[src/sv/cde_pkg.sv]
`default_nettype none

package cde_pkg;

  localparam int CAPACITY_DEF    = 64;
  localparam int HANDLE_BITS_DEF = 32;
  localparam int ITEM_W          = 32;
  localparam int POS_W           = 6;
  localparam int COUNT_W         = 7;
  localparam int EMIT_LIMIT      = 64;
  localparam int QUEUE_DEPTH     = 2;

  typedef enum logic [1:0] {
    OP_PUSH  = 2'd0,
    OP_POP   = 2'd1,
    OP_ITER  = 2'd2,
    OP_INDEX = 2'd3
  } op_t;

  typedef enum logic [1:0] {
    ST_OK    = 2'd0,
    ST_EMPTY = 2'd1,
    ST_RANGE = 2'd2,
    ST_FULL  = 2'd3
  } status_t;

  // one-hot classification of a request
  typedef struct packed {
    logic is_push;
    logic is_pop;
    logic is_iter;
    logic is_index;
  } kind_t;

  typedef struct packed {
    kind_t             kind;
    logic              right;
    logic [ITEM_W-1:0] item;
    logic [POS_W-1:0]  pos;
  } cmd_t;

endpackage

`default_nettype wire

[src/sv/cde_ram.sv]
`default_nettype none

module cde_ram #(
  parameter int WIDTH = 32,
  parameter int DEPTH = 64
) (
  input  logic                     clk,
  input  logic                     wr_en,
  input  logic [$clog2(DEPTH)-1:0] wr_addr,
  input  logic [WIDTH-1:0]         wr_data,
  input  logic                     rd_en,
  input  logic [$clog2(DEPTH)-1:0] rd_addr,
  output logic [WIDTH-1:0]         rd_data
);

  logic [WIDTH-1:0] mem [DEPTH];

  always_ff @(posedge clk) begin
    if (wr_en) begin
      mem[wr_addr] <= wr_data;
    end
    if (rd_en) begin
      rd_data <= mem[rd_addr];
    end
  end

endmodule

`default_nettype wire

[src/sv/cde_front.sv]
`default_nettype none

module cde_front (
  input  logic                        clk,
  input  logic                        rst,
  input  logic                        in_valid,
  output logic                        in_stall,
  input  logic [1:0]                  operation,
  input  logic                        direction,
  input  logic [cde_pkg::ITEM_W-1:0]  item_in,
  input  logic [cde_pkg::POS_W-1:0]   position_in,
  output logic                        q_push,
  output cde_pkg::cmd_t               q_cmd,
  input  logic                        q_full
);

  import cde_pkg::*;

  logic  f_valid;
  logic  f_valid_next;
  cmd_t  f_cmd;
  kind_t kind;
  logic  accept;

  // decode the operation into a one-hot kind
  always_comb begin
    kind = '0;
    case (op_t'(operation))
      OP_PUSH:  kind.is_push  = 1'b1;
      OP_POP:   kind.is_pop   = 1'b1;
      OP_ITER:  kind.is_iter  = 1'b1;
      OP_INDEX: kind.is_index = 1'b1;
      default:  kind          = '0;
    endcase
  end

  assign in_stall = f_valid && q_full;
  assign accept   = in_valid && !in_stall;
  assign q_push   = f_valid && !q_full;
  assign q_cmd    = f_cmd;

  always_comb begin
    f_valid_next = f_valid;
    if (accept) begin
      f_valid_next = 1'b1;
    end else if (q_push) begin
      f_valid_next = 1'b0;
    end
  end

  always_ff @(posedge clk) begin
    if (rst) begin
      f_valid <= 1'b0;
    end else begin
      f_valid <= f_valid_next;
    end
  end

  always_ff @(posedge clk) begin
    if (accept) begin
      f_cmd.kind  <= kind;
      f_cmd.right <= direction;
      f_cmd.item  <= item_in;
      f_cmd.pos   <= position_in;
    end
  end

endmodule

`default_nettype wire

[src/sv/cde_queue.sv]
`default_nettype none

module cde_queue (
  input  logic          clk,
  input  logic          rst,
  input  logic          push,
  input  cde_pkg::cmd_t push_cmd,
  output logic          full,
  input  logic          pop,
  output logic          valid,
  output cde_pkg::cmd_t pop_cmd
);

  import cde_pkg::*;

  localparam int DEPTH = QUEUE_DEPTH;
  localparam int PW    = $clog2(DEPTH);
  localparam int FW    = $clog2(DEPTH + 1);

  cmd_t          entry [DEPTH];
  logic [PW-1:0] wr_ptr;
  logic [PW-1:0] rd_ptr;
  logic [FW-1:0] fill;
  logic [FW-1:0] fill_next;
  logic          do_push;
  logic          do_pop;

  assign full    = (fill == FW'(DEPTH));
  assign valid   = (fill != '0);
  assign pop_cmd = entry[rd_ptr];
  assign do_push = push && !full;
  assign do_pop  = pop && valid;

  always_comb begin
    fill_next = fill;
    if (do_push && !do_pop) begin
      fill_next = fill + FW'(1);
    end else if (do_pop && !do_push) begin
      fill_next = fill - FW'(1);
    end
  end

  always_ff @(posedge clk) begin
    if (rst) begin
      wr_ptr <= '0;
      rd_ptr <= '0;
      fill   <= '0;
    end else begin
      fill <= fill_next;
      if (do_push) begin
        wr_ptr <= (wr_ptr == PW'(DEPTH - 1)) ? '0 : wr_ptr + PW'(1);
      end
      if (do_pop) begin
        rd_ptr <= (rd_ptr == PW'(DEPTH - 1)) ? '0 : rd_ptr + PW'(1);
      end
    end
  end

  always_ff @(posedge clk) begin
    if (do_push) begin
      entry[wr_ptr] <= push_cmd;
    end
  end

endmodule

`default_nettype wire

[src/sv/cde_back.sv]
`default_nettype none

module cde_back #(
  parameter int CAPACITY    = cde_pkg::CAPACITY_DEF,
  parameter int HANDLE_BITS = cde_pkg::HANDLE_BITS_DEF
) (
  input  logic                          clk,
  input  logic                          rst,
  input  logic                          q_valid,
  input  cde_pkg::cmd_t                 q_cmd,
  output logic                          q_pop,
  output logic                          wr_en,
  output logic [$clog2(CAPACITY)-1:0]   wr_addr,
  output logic [HANDLE_BITS-1:0]        wr_data,
  output logic                          rd_en,
  output logic [$clog2(CAPACITY)-1:0]   rd_addr,
  input  logic [HANDLE_BITS-1:0]        rd_data,
  output logic                          out_valid,
  input  logic                          out_stall,
  output logic [cde_pkg::ITEM_W-1:0]    item_out,
  output logic [cde_pkg::POS_W-1:0]     position_out,
  output logic                          last,
  output logic [1:0]                    status,
  output logic [cde_pkg::COUNT_W-1:0]   count_out
);

  import cde_pkg::*;

  localparam int AW  = $clog2(CAPACITY);
  localparam int AW1 = AW + 1;
  localparam int CW  = $clog2(CAPACITY + 1);
  localparam int NW  = (CW > COUNT_W) ? CW : COUNT_W;
  localparam int IW  = (HANDLE_BITS < ITEM_W) ? HANDLE_BITS : ITEM_W;

  typedef enum logic [7:0] {
    S_IDLE   = 8'b00000001,
    S_EXEC   = 8'b00000010,
    S_PUSHL  = 8'b00000100,
    S_PUSHL2 = 8'b00001000,
    S_POPF   = 8'b00010000,
    S_POPB   = 8'b00100000,
    S_IDX    = 8'b01000000,
    S_ITER   = 8'b10000000
  } state_t;

  function automatic logic [AW-1:0] slot_of(logic [AW-1:0] base, logic [AW-1:0] off);
    logic [AW1-1:0] sum;
    sum = {1'b0, base} + {1'b0, off};
    if (sum >= AW1'(CAPACITY)) begin
      sum = sum - AW1'(CAPACITY);
    end
    return sum[AW-1:0];
  endfunction

  function automatic logic [ITEM_W-1:0] to_port(logic [HANDLE_BITS-1:0] v);
    logic [ITEM_W-1:0] r;
    r = '0;
    r[IW-1:0] = v[IW-1:0];
    return r;
  endfunction

  state_t               state;
  state_t               state_next;
  cmd_t                 c;
  cmd_t                 c_next;
  logic [AW-1:0]        head;
  logic [AW-1:0]        head_next;
  logic [AW-1:0]        head_dec;
  logic [CW-1:0]        count;
  logic [CW-1:0]        count_next;
  logic [POS_W-1:0]     k;
  logic [POS_W-1:0]     k_next;
  logic [HANDLE_BITS-1:0] front;
  logic [HANDLE_BITS-1:0] front_next;
  logic [HANDLE_BITS-1:0] item_h;
  logic [NW-1:0]        n_ext;
  logic [NW-1:0]        pos_ext;
  logic [NW-1:0]        k_ext;
  logic [POS_W-1:0]     emit_m1;
  logic                 out_free;

  logic                 emit;
  logic [ITEM_W-1:0]    e_item;
  logic [POS_W-1:0]     e_pos;
  logic                 e_last;
  status_t              e_status;

  logic                 o_valid;
  logic [ITEM_W-1:0]    o_item;
  logic [POS_W-1:0]     o_pos;
  logic                 o_last;
  status_t              o_status;
  logic [COUNT_W-1:0]   o_count;

  always_comb begin
    item_h = '0;
    item_h[IW-1:0] = c.item[IW-1:0];
  end

  assign n_ext    = NW'(count);
  assign pos_ext  = NW'(c.pos);
  assign k_ext    = NW'(k);
  assign emit_m1  = (n_ext >= NW'(EMIT_LIMIT)) ? POS_W'(EMIT_LIMIT - 1)
                                                : POS_W'(n_ext - NW'(1));
  assign head_dec = (head == '0) ? AW'(CAPACITY - 1) : head - AW'(1);
  assign out_free = !o_valid || !out_stall;

  always_comb begin
    state_next = state;
    c_next     = c;
    head_next  = head;
    count_next = count;
    k_next     = k;
    front_next = front;
    q_pop      = 1'b0;
    wr_en      = 1'b0;
    wr_addr    = head;
    wr_data    = item_h;
    rd_en      = 1'b0;
    rd_addr    = head;
    emit       = 1'b0;
    e_item     = '0;
    e_pos      = '0;
    e_last     = 1'b1;
    e_status   = ST_OK;
    case (state)
      S_IDLE: begin
        if (q_valid) begin
          q_pop      = 1'b1;
          c_next     = q_cmd;
          state_next = S_EXEC;
        end
      end
      S_EXEC: begin
        if (c.kind.is_push) begin
          if (n_ext >= NW'(CAPACITY)) begin
            if (out_free) begin
              emit       = 1'b1;
              e_status   = ST_FULL;
              state_next = S_IDLE;
            end
          end else if (count == '0 || c.right) begin
            if (out_free) begin
              wr_en      = 1'b1;
              emit       = 1'b1;
              count_next = count + CW'(1);
              state_next = S_IDLE;
              if (count != '0) begin
                head_next = head_dec;
                wr_addr   = head_dec;
              end
            end
          end else begin
            rd_en      = 1'b1;
            state_next = S_PUSHL;
          end
        end else if (count == '0) begin
          if (out_free) begin
            emit       = 1'b1;
            e_status   = ST_EMPTY;
            state_next = S_IDLE;
          end
        end else if (c.kind.is_pop) begin
          rd_en      = 1'b1;
          state_next = S_POPF;
        end else if (c.kind.is_index) begin
          if (pos_ext >= n_ext) begin
            if (out_free) begin
              emit       = 1'b1;
              e_status   = ST_RANGE;
              state_next = S_IDLE;
            end
          end else begin
            rd_en      = 1'b1;
            rd_addr    = slot_of(head, AW'(c.pos));
            state_next = S_IDX;
          end
        end else begin
          rd_en      = 1'b1;
          k_next     = '0;
          state_next = S_ITER;
        end
      end
      S_PUSHL: begin
        // old front copied to the back
        wr_en      = 1'b1;
        wr_addr    = slot_of(head, AW'(count));
        wr_data    = rd_data;
        state_next = S_PUSHL2;
      end
      S_PUSHL2: begin
        if (out_free) begin
          wr_en      = 1'b1;
          emit       = 1'b1;
          count_next = count + CW'(1);
          state_next = S_IDLE;
        end
      end
      S_POPF: begin
        if (!c.right && count > CW'(1)) begin
          front_next = rd_data;
          rd_en      = 1'b1;
          rd_addr    = slot_of(head, AW'(count - CW'(1)));
          state_next = S_POPB;
        end else if (out_free) begin
          emit       = 1'b1;
          e_item     = to_port(rd_data);
          count_next = count - CW'(1);
          state_next = S_IDLE;
          if (count > CW'(1)) begin
            head_next = slot_of(head, AW'(1));
          end
        end
      end
      S_POPB: begin
        if (out_free) begin
          wr_en      = 1'b1;
          wr_data    = rd_data;
          emit       = 1'b1;
          e_item     = to_port(front);
          count_next = count - CW'(1);
          state_next = S_IDLE;
        end
      end
      S_IDX: begin
        if (out_free) begin
          emit       = 1'b1;
          e_item     = to_port(rd_data);
          state_next = S_IDLE;
        end
      end
      S_ITER: begin
        if (out_free) begin
          emit   = 1'b1;
          e_item = to_port(rd_data);
          e_pos  = k;
          e_last = (k == emit_m1);
          if (k == emit_m1) begin
            state_next = S_IDLE;
          end else begin
            k_next = k + POS_W'(1);
            rd_en  = 1'b1;
            if (c.right) begin
              rd_addr = slot_of(head, AW'(k_ext + NW'(1)));
            end else begin
              rd_addr = slot_of(head, AW'(n_ext - k_ext - NW'(1)));
            end
          end
        end
      end
      default: begin
        state_next = S_IDLE;
      end
    endcase
  end

  always_ff @(posedge clk) begin
    if (rst) begin
      state   <= S_IDLE;
      head    <= '0;
      count   <= '0;
      k       <= '0;
      o_valid <= 1'b0;
    end else begin
      state <= state_next;
      head  <= head_next;
      count <= count_next;
      k     <= k_next;
      if (emit) begin
        o_valid <= 1'b1;
      end else if (!out_stall) begin
        o_valid <= 1'b0;
      end
    end
  end

  always_ff @(posedge clk) begin
    c     <= c_next;
    front <= front_next;
    if (emit) begin
      o_item   <= e_item;
      o_pos    <= e_pos;
      o_last   <= e_last;
      o_status <= e_status;
      o_count  <= COUNT_W'(count_next);
    end
  end

  assign out_valid    = o_valid;
  assign item_out     = o_item;
  assign position_out = o_pos;
  assign last         = o_last;
  assign status       = o_status;
  assign count_out    = o_count;

endmodule

`default_nettype wire

[src/sv/circular_deque_engine_top.sv]
// channel | handshake            | payload
// in      | in_valid / in_stall  | operation, direction, item_in, position_in
// out     | out_valid / out_stall| item_out, position_out, last, status, count_out
//
// the back end serves one request at a time from its queue; push left and pop left pass through
// extra states: push left reads the old front, copies it to the back, then writes the new item;
// pop left reads front and back, then moves the back to the front; iterate reads each slot first
// reset is synchronous and clears head, count, the queue and all valid flags; no clearing pass
// the front takes a new request while the back is busy, until the queue is full
// out_stall holds the result and the back end's next result; in_stall: queue and front both full
`default_nettype none

module circular_deque_engine_top #(
  parameter int CAPACITY    = cde_pkg::CAPACITY_DEF,
  parameter int HANDLE_BITS = cde_pkg::HANDLE_BITS_DEF
) (
  input  logic                        clk,
  input  logic                        rst,
  input  logic                        in_valid,
  output logic                        in_stall,
  input  logic [1:0]                  operation,
  input  logic                        direction,
  input  logic [cde_pkg::ITEM_W-1:0]  item_in,
  input  logic [cde_pkg::POS_W-1:0]   position_in,
  output logic                        out_valid,
  input  logic                        out_stall,
  output logic [cde_pkg::ITEM_W-1:0]  item_out,
  output logic [cde_pkg::POS_W-1:0]   position_out,
  output logic                        last,
  output logic [1:0]                  status,
  output logic [cde_pkg::COUNT_W-1:0] count_out
);

  import cde_pkg::*;

  localparam int AW = $clog2(CAPACITY);

  // front to queue
  logic             f_push;
  cmd_t             f_cmd;
  logic             q_full;

  // queue to back end
  logic             q_valid;
  cmd_t             q_cmd;
  logic             q_pop;

  // slot store port
  logic                   wr_en;
  logic [AW-1:0]          wr_addr;
  logic [HANDLE_BITS-1:0] wr_data;
  logic                   rd_en;
  logic [AW-1:0]          rd_addr;
  logic [HANDLE_BITS-1:0] rd_data;

  // accepts and decodes requests
  cde_front u_front (
    .clk         (clk),
    .rst         (rst),
    .in_valid    (in_valid),
    .in_stall    (in_stall),
    .operation   (operation),
    .direction   (direction),
    .item_in     (item_in),
    .position_in (position_in),
    .q_push      (f_push),
    .q_cmd       (f_cmd),
    .q_full      (q_full)
  );

  // decouples the front from the back end
  cde_queue u_queue (
    .clk      (clk),
    .rst      (rst),
    .push     (f_push),
    .push_cmd (f_cmd),
    .full     (q_full),
    .pop      (q_pop),
    .valid    (q_valid),
    .pop_cmd  (q_cmd)
  );

  // ring sequencer with the result register
  cde_back #(
    .CAPACITY    (CAPACITY),
    .HANDLE_BITS (HANDLE_BITS)
  ) u_back (
    .clk          (clk),
    .rst          (rst),
    .q_valid      (q_valid),
    .q_cmd        (q_cmd),
    .q_pop        (q_pop),
    .wr_en        (wr_en),
    .wr_addr      (wr_addr),
    .wr_data      (wr_data),
    .rd_en        (rd_en),
    .rd_addr      (rd_addr),
    .rd_data      (rd_data),
    .out_valid    (out_valid),
    .out_stall    (out_stall),
    .item_out     (item_out),
    .position_out (position_out),
    .last         (last),
    .status       (status),
    .count_out    (count_out)
  );

  // slot store, contents undefined until written
  cde_ram #(
    .WIDTH (HANDLE_BITS),
    .DEPTH (CAPACITY)
  ) u_slots (
    .clk     (clk),
    .wr_en   (wr_en),
    .wr_addr (wr_addr),
    .wr_data (wr_data),
    .rd_en   (rd_en),
    .rd_addr (rd_addr),
    .rd_data (rd_data)
  );

endmodule

`default_nettype wire

[config.mk]
export PLATFORM = sky130hd
export DESIGN_NAME = circular_deque_engine_top
export DESIGN_NICKNAME = d
export VERILOG_FILES = /design/src/sv/cde_pkg.sv /design/src/sv/cde_ram.sv /design/src/sv/cde_front.sv /design/src/sv/cde_queue.sv /design/src/sv/cde_back.sv /design/src/sv/circular_deque_engine_top.sv
export SDC_FILE = /design/constraint.sdc
export NUM_CORES = 2
export LEC_CHECK = 0
export ABC_AREA = 1
export BUFFER_PORTS_ARGS = -buffer_cell sky130_fd_sc_hd__buf_4
export CORE_MARGIN = 2
export CORE_UTILIZATION = 45
export DETAILED_ROUTE_END_ITERATION = 16
export PLACE_DENSITY = 0.68
export SETUP_SLACK_MARGIN = 0.05
export SLEW_MARGIN = 30
export SYNTH_ARGS = -nofsm -noshare
export SYNTH_HDL_FRONTEND = slang
export SYNTH_SLANG_ARGS = --single-unit
[constraint.sdc]
create_clock -name clk -period 10.3 [get_ports clk]
set_clock_uncertainty 0.15 [all_clocks]
set_input_delay 2.06 -clock clk [delete_from_list [all_inputs] [get_ports clk]]
set_output_delay 2.06 -clock clk [all_outputs]
set_load 0.02 [all_outputs]
## Yosys cells after proc, flatten, opt, wreduce, memory -nomap -nowiden

Memory sizes are Yosys's and may differ from the RTL's. A register that Yosys moved wholly into a read port is not among the register bits.
Index checks and enable logic that the tools add are counted.

- Register bits after elaboration: 156
- Bits in latches: 0
- Bits in writable memories: 2,134
- ROM bits: 0
- Memories kept: 2

- $add $sub $neg: 23
- $mul: 0
- Divide/modulo/power cells: 0
- Magnitude comparators: 9
- Equal/unequal tests: 25
- Shift operators: 0
- Multiplexer cells: 112
- Bitwise operators: 0
- Reduce and logical (&&, ||, !) cells: 36

Memory list:

| name | words | width | rd ports | clocked after memory_dff | wr ports | line | RTL |
|---|---|---|---|---|---|---|---|
| u_slots.mem | 64 | 32 | 1 | 1 | 1 | cde_ram.sv:16 | `logic [WIDTH-1:0] mem [DEPTH];` |
| u_queue.entry | 2 | 43 | 1 | 1 | 1 | cde_queue.sv:20 | `cmd_t entry [DEPTH];` |

Operator list:

| cell | number |
|---|---|
| two-way mux 6 bit | 31 |
| two-way mux 32 bit | 4 |
| two-way mux 8 bit | 12 |
| case mux 32 bit (3 select lines) | 1 |
| case mux 32 bit (2 select lines) | 1 |
| >= comparator 7 bit (second input constant) | 7 |
| case mux 8 bit (6 select lines) | 1 |
| subtractor 6 x 1 -> 6 bit (second input constant) | 8 |
| two-way mux 7 bit | 6 |
| two-way mux 1 bit | 38 |
| case mux 6 bit (2 select lines) | 3 |
| adder 6 x 6 -> 7 bit | 5 |
| case mux 7 bit (4 select lines) | 1 |
| two-way mux 2 bit | 10 |
| case mux 6 bit (3 select lines) | 1 |
| inequality test 2 bit (second input constant) | 7 |
| adder 6 x 1 -> 6 bit (second input constant) | 2 |
| inequality test 2 x 1 -> 1 bit (second input constant) | 5 |
| nonzero test 2 bit | 5 |
| case mux 1 bit (3 select lines) | 3 |
| equality test 8 x 1 -> 1 bit (second input constant) | 1 |
| equality test 8 x 2 -> 1 bit (second input constant) | 1 |
| equality test 8 x 3 -> 1 bit (second input constant) | 1 |
| equality test 8 x 4 -> 1 bit (second input constant) | 1 |
| 30 further kinds | 50 |

## Depth between registers and ports, before layout

- Word-level depth: 10
- Depth in mapped cells: 26

## By module

Synthesis repeated with hierarchy kept, for this count alone.

- Cell total of the unflattened synthesis: 7,980
- Area total of the unflattened synthesis: 96,864.2 µm²

By module, submodules not included:

| module | instances | cells an instance | area each (µm²) | sequential area each (µm²) |
|---|---|---|---|---|
| cde_ram | 1 | 6,785 | 83,106.0 | 62,459.9 |
| cde_back | 1 | 966 | 8,834.7 | 4,224.1 |
| cde_queue | 1 | 171 | 3,552.2 | 2,682.6 |
| cde_front | 1 | 58 | 1,371.3 | 1,311.3 |

## Worst setup path after synthesis

Ideal clock, no wire load.

- Kind: input port to flip-flop
- Start: input out_stall
- End: memory u_slots.mem[37][0] (enable)
- Setup time: 0.421 ns
- Arrival: 4.827 ns
- Setup slack: 4.902 ns
- Stages on the path: 13
- Path through: nand2_1 -> nand2_1 -> nor2_2 -> nand2_1 -> inv_1 -> nor2_1 -> o21ai_0 -> nand2_1 -> nand3_1 -> o21ai_0 -> nor2_1 -> nand2_1 -> nor2_1

- Cells in the longest elaborated chain, start to end: 9
- Elaborated cells between the ends (all ways): 14
- Those cells by class: mux (12); reduce/logical (2)

RTL lines:

| element | line | RTL |
|---|---|---|
| start, declared | circular_deque_engine_top.sv:26 | `input logic out_stall,` |
| zero test 1 bit * | cde_back.sv:106 | `assign out_free = !o_valid \|\| !out_stall;` |
| logical OR 1 bit * | cde_back.sv:106 |  |
| two-way mux 1 bit | cde_back.sv:143, cde_back.sv:192, cde_back.sv:216 |  |
| two-way mux 1 bit | cde_back.sv:142 | `end else if (count == '0 \|\| c.right) begin` |
| two-way mux 1 bit | cde_back.sv:136 | `if (n_ext >= NW'(CAPACITY)) begin` |
| two-way mux 1 bit | cde_back.sv:135 | `if (c.kind.is_push) begin` |
| case mux 1 bit (3 select lines) | cde_back.sv:126 | `case (state)` |
| two-way mux 1 bit | cde_ram.sv:19 | `if (wr_en) begin` |
| two-way mux 1 bit (implied by the code) | cde_ram.sv:20 | `mem[wr_addr] <= wr_data;` |
| end, declared | cde_ram.sv:16 |  |

Every way passes the cells marked *; elsewhere a longest branch is shown, timed or not.

## Worst setup path after layout

- Start: register u_back.count[0]
- End: register u_slots.rd_data[4] (read register of u_slots.mem) (data pin)

- Cells in the longest elaborated chain, start to end: 9
- Elaborated cells between the ends (all ways): 40
- Those cells by class: add/sub (7); order compare (5); eq/ne (1); mux (24); reduce/logical (3)

RTL lines:

| element | line | RTL |
|---|---|---|
| start, declared | cde_back.sv:69 | `logic [CW-1:0] count;` |
| start signal, assigned | cde_back.sv:267 | `count <= count_next;` |
| subtractor 6 bit | cde_back.sv:246 | `rd_addr = slot_of(head, AW'(n_ext - k_ext - NW'(1)));` |
| subtractor 6 x 1 -> 6 bit | cde_back.sv:246 |  |
| adder 6 x 6 -> 7 bit | cde_back.sv:48 | `sum = {1'b0, base} + {1'b0, off};` |
| subtractor 6 x 1 -> 6 bit or >= comparator 7 bit (tied branches) | cde_back.sv:50, cde_back.sv:49 |  |
| two-way mux 6 bit | cde_back.sv:49 | `if (sum >= AW1'(CAPACITY)) begin` |
| two-way mux 6 bit | cde_back.sv:243 | `if (c.right) begin` |
| two-way mux 6 bit | cde_back.sv:238 | `if (k == emit_m1) begin` |
| two-way mux 6 bit | cde_back.sv:233 | `if (out_free) begin` |
| case mux 6 bit (3 select lines) | cde_back.sv:126 |  |
| end, declared | cde_ram.sv:13 | `output logic [WIDTH-1:0] rd_data` |

Parallel ways exist; a longest one is shown, timed or not.
A chain may end at the register's enable or synchronous reset.

==> impl_results.md <==
* Critical Path Fanout Max at 87
* Hold Crit Start: u_front.q_cmd[41]
* Clock root cell: clkbuf_16
* EDFF count, synth at 2328
* Critical Path Start Type: flip-flop
* Post-synthesis sequential area ratio at 0.6786
* Initial antenna violation count at 10
* Gpl congestion at 0.9004
* Mux cell area share after synthesis at 0.003465
* Xor and xnor area share after synthesis at 0.001263
* Biggest area consumer among synthesized cells: edfxtp_1
* Yosys reg bits at 2361
* Total Routing Usage GR at 0.2537
* # hold bufs at CTS at 0
* Worst Setup End Kind: flip-flop
* Wire length on met2 at 137100 µm
* Critical path class: flip-flop to flip-flop
* Hold Path Cell Cnt at 0
* GRT overflow at 0
* Top delay family on crit path: buffers and inverters
* Drt first pass iters at 6
* Syn Area/Cell at 11.25 µm²
* Post-Synth Adder-Cell Area at 0.005775
* Die Y-Extent at 484.7 µm
* Fillers at 19640
* Setup TNS at 0 ns
* CP Cell Sequence: inv_1 > ha_1 > inv_1 > fa_1 > xor2_1 > a22oi_1 > nand3_4 > inv_8 > buf_4 > nand3_1 > nand3_1 > nand3_1 > nand3_1 > nand2_1
* Final worst path period share at 0.6224
* Cts bufs inserted at 232
* Iter 0 DRT Violations at 9926
* Total length of routed met3 wires at 33020 µm
* Top post-synthesis cells by area: edfxtp_1 67%, nand3_1 11%, nand3b_1 5.5%
* Maximum level of the CTS H-tree at 4
* DR WL/cell at 24.67 µm
* Post-Syn Instances at 9244
* Via count at 71620
* RSZ-0062 raised after global routing: false
* Critical path required time at 10.76 ns
* Commonest non-fill, non-tap cell in the layout: edfxtp_1
* Max-slew headroom at 0.3282
* Wl on met1 at 119000 µm
* Num ports at 95
* Vias in the first global route at 68520
* CTS tree: yes
* Leakage power at 43.25 nW
* WP buf/inv at 4
* Die width at 484.7 µm
* Resized Gates After CTS at 0
* Worst r2r path cells at 14
* Worst-margin pin slew at 1.005 ns
* RR Endpoint: u_slots.rd_data[4]
* Post-Syn Area at 104000 µm²
* Pwr dens at 233.6 nW/µm²
* Max Clock Freq at 0.1560 GHz
* Ys Warns at 0
* Clock slew at reported path FFs at 0.06 ns
* Maximum VDD drop at 0.0002404 V
* Compound-Gate Fraction of Synth Area at 0.009457
* CP arrival at 6.87 ns
* Area added between synthesis and finish at 10.87%
* Max-cap viol count at 0
* Largest net degree at the start of global routing at 188
* Final period demand of the worst path at 6.411 ns
* CP Launch Point: u_back.count[0]
* Core area at 229900 µm²
* Clk_lat worst skew at 0.90 ns
* Max-slew violations at 0
* Worst r2r src: u_back.count[0]
* Post-route antenna net violation count at 0
* DR DRC count at 0
* Worst reg-to-reg setup slack at 3.89 ns
* Util after Layout at 0.5015
* Max layer used: met5
* Initial Utilization at 0.4523
* Commonest non-fill, non-tap cells in the layout: 2328 x edfxtp_1, 2254 x nand3_1, 1507 x nand2_1, 1251 x inv_1, 767 x nand3b_1
* Total power at 26.93 mW
* Final-report setup violation count at 0
* Critical path's slowest cell: inv_8
* Synth Area in Simple Gates at 0.2282
* DP HPWL at 164400 µm
* Die ar. at 235000 µm²
* Post-CTS Setup Repair Bufs at 0
* Largest family of logic cells by synthesized area: simple AND/OR/NAND/NOR gates
* Placed cells at 11940
* First-pass GRT wire length at 446100 µm
* Clk buf depth at 3
* Layout Cells excl Fill at 12380
* Share of cells above drive strength 1 at 0.07863
* Vias per inst at 5.786
* CP peak stage delay at 0.89 ns
* Nets@finish at 9235
* Cell mode on critical path: nand3_1
* Hold Crit Class: flip-flop to flip-flop
* Async set-or-reset flop fraction in the synthesized netlist at 0
* Post-Syn Nets at 9334
* Status: finished, final reports clean
* Distinct cells, synth at 50
* Top_reg_cell synth: edfxtp_1
* Hold endpoint: u_queue.entry[1][41]
* Port Buffers at 94
* Clock Sinks at 2361
* Rows at 176
* Hold WS at 0.2939 ns
* Final wirelength at 305400 µm
* Synth top area share at 0.6722
* Final hold viol count at 0
==> stage by stage <==
| step | area (µm²) | setup WS, ns |
|---|---|---|
| after CTS | 115300 | 4.054 |
| after global routing | 115300 | 3.744 |
| after floorplan | 104000 | 4.902 |
| final | 115300 | 3.889 |
| after detailed placement | 107900 | 3.300 |
| after global placement | 107800 | 3.119 |
==> layout make-up <==
class | instances | area, µm² | area share
Antenna cell | 4 | 10.01 | 0.00008682
Clock inverter | 141 | 1284 | 0.01113
Multi-Input combinational cell | 5018 | 26430 | 0.2293
Timing Repair Buffer | 265 | 2330 | 0.02021
Clock buffer | 296 | 6110 | 0.05299
Tap cell | 3026 | 3786 | 0.03284
Inverter | 1267 | 4776 | 0.04142
Sequential cell | 2361 | 70570 | 0.6121
==> where the power goes <==
part	switching [mW]	internal (mW)	leakage, nW
clock	3.67	4.66	3.59
sequential	0.128	11.8	21.3
combinational	5.16	1.51	18.4
==> cell usage after synthesis, types with 33 or more instances <==
cell / instances
o21ai_0: 79
nand3_1: 2256
a21oi_1: 54
buf_2: 350
inv_1: 1255
clkbuf_1: 173
ha_1: 40
buf_1: 38
edfxtp_1: 2328
nand3b_1: 767
dfxtp_1: 33
nand2_1: 1508
nor2_1: 153
==> metal layers <==
layer	up-vias	global-route usage
li1	31730	-
met1	35190	0.3452
met2	4001	0.3902
met3	702	0.04785
met4	6	0.1280
met5	-	0
==> kinds of logic (layout without fill, tap and decap cells) <==
logic type	Yosys count	count (layout)
compound gates	176	176
xor+xnor	15	15
fa+ha+maj	45	45
buf+inv	1865	1969
flops	2361	2361
mux	32	32
other cells	0	4
simple gates	4750	4750
==> worst max path at each step <==
| stage | slack, ns | cells past startpoint | end |
|---|---|---|---|
| detailed placement | 3.30 | 16 | u_slots.rd_data[19] |
| global route | 3.74 | 16 | u_slots.rd_data[22] |
| floorplan | 4.90 | 13 | u_slots.mem[37][0] |
| CTS | 4.05 | 14 | u_slots.rd_data[4] |
| finish | 3.89 | 14 | u_slots.rd_data[4] |
| global placement | 3.12 | 17 | u_slots.rd_data[19] |
==> flip-flops by register name (all words and copies together), names as in the netlist, 10 cells and up <==
signal,flops
u_back.item_out,32
u_back.c,10
u_slots.mem,2048
u_back.item_h,32
u_back.front,32
u_slots.rd_data,32
u_front.q_cmd,42
u_queue.entry,84
No activity file was read; power rests on OpenSTA's default activity.
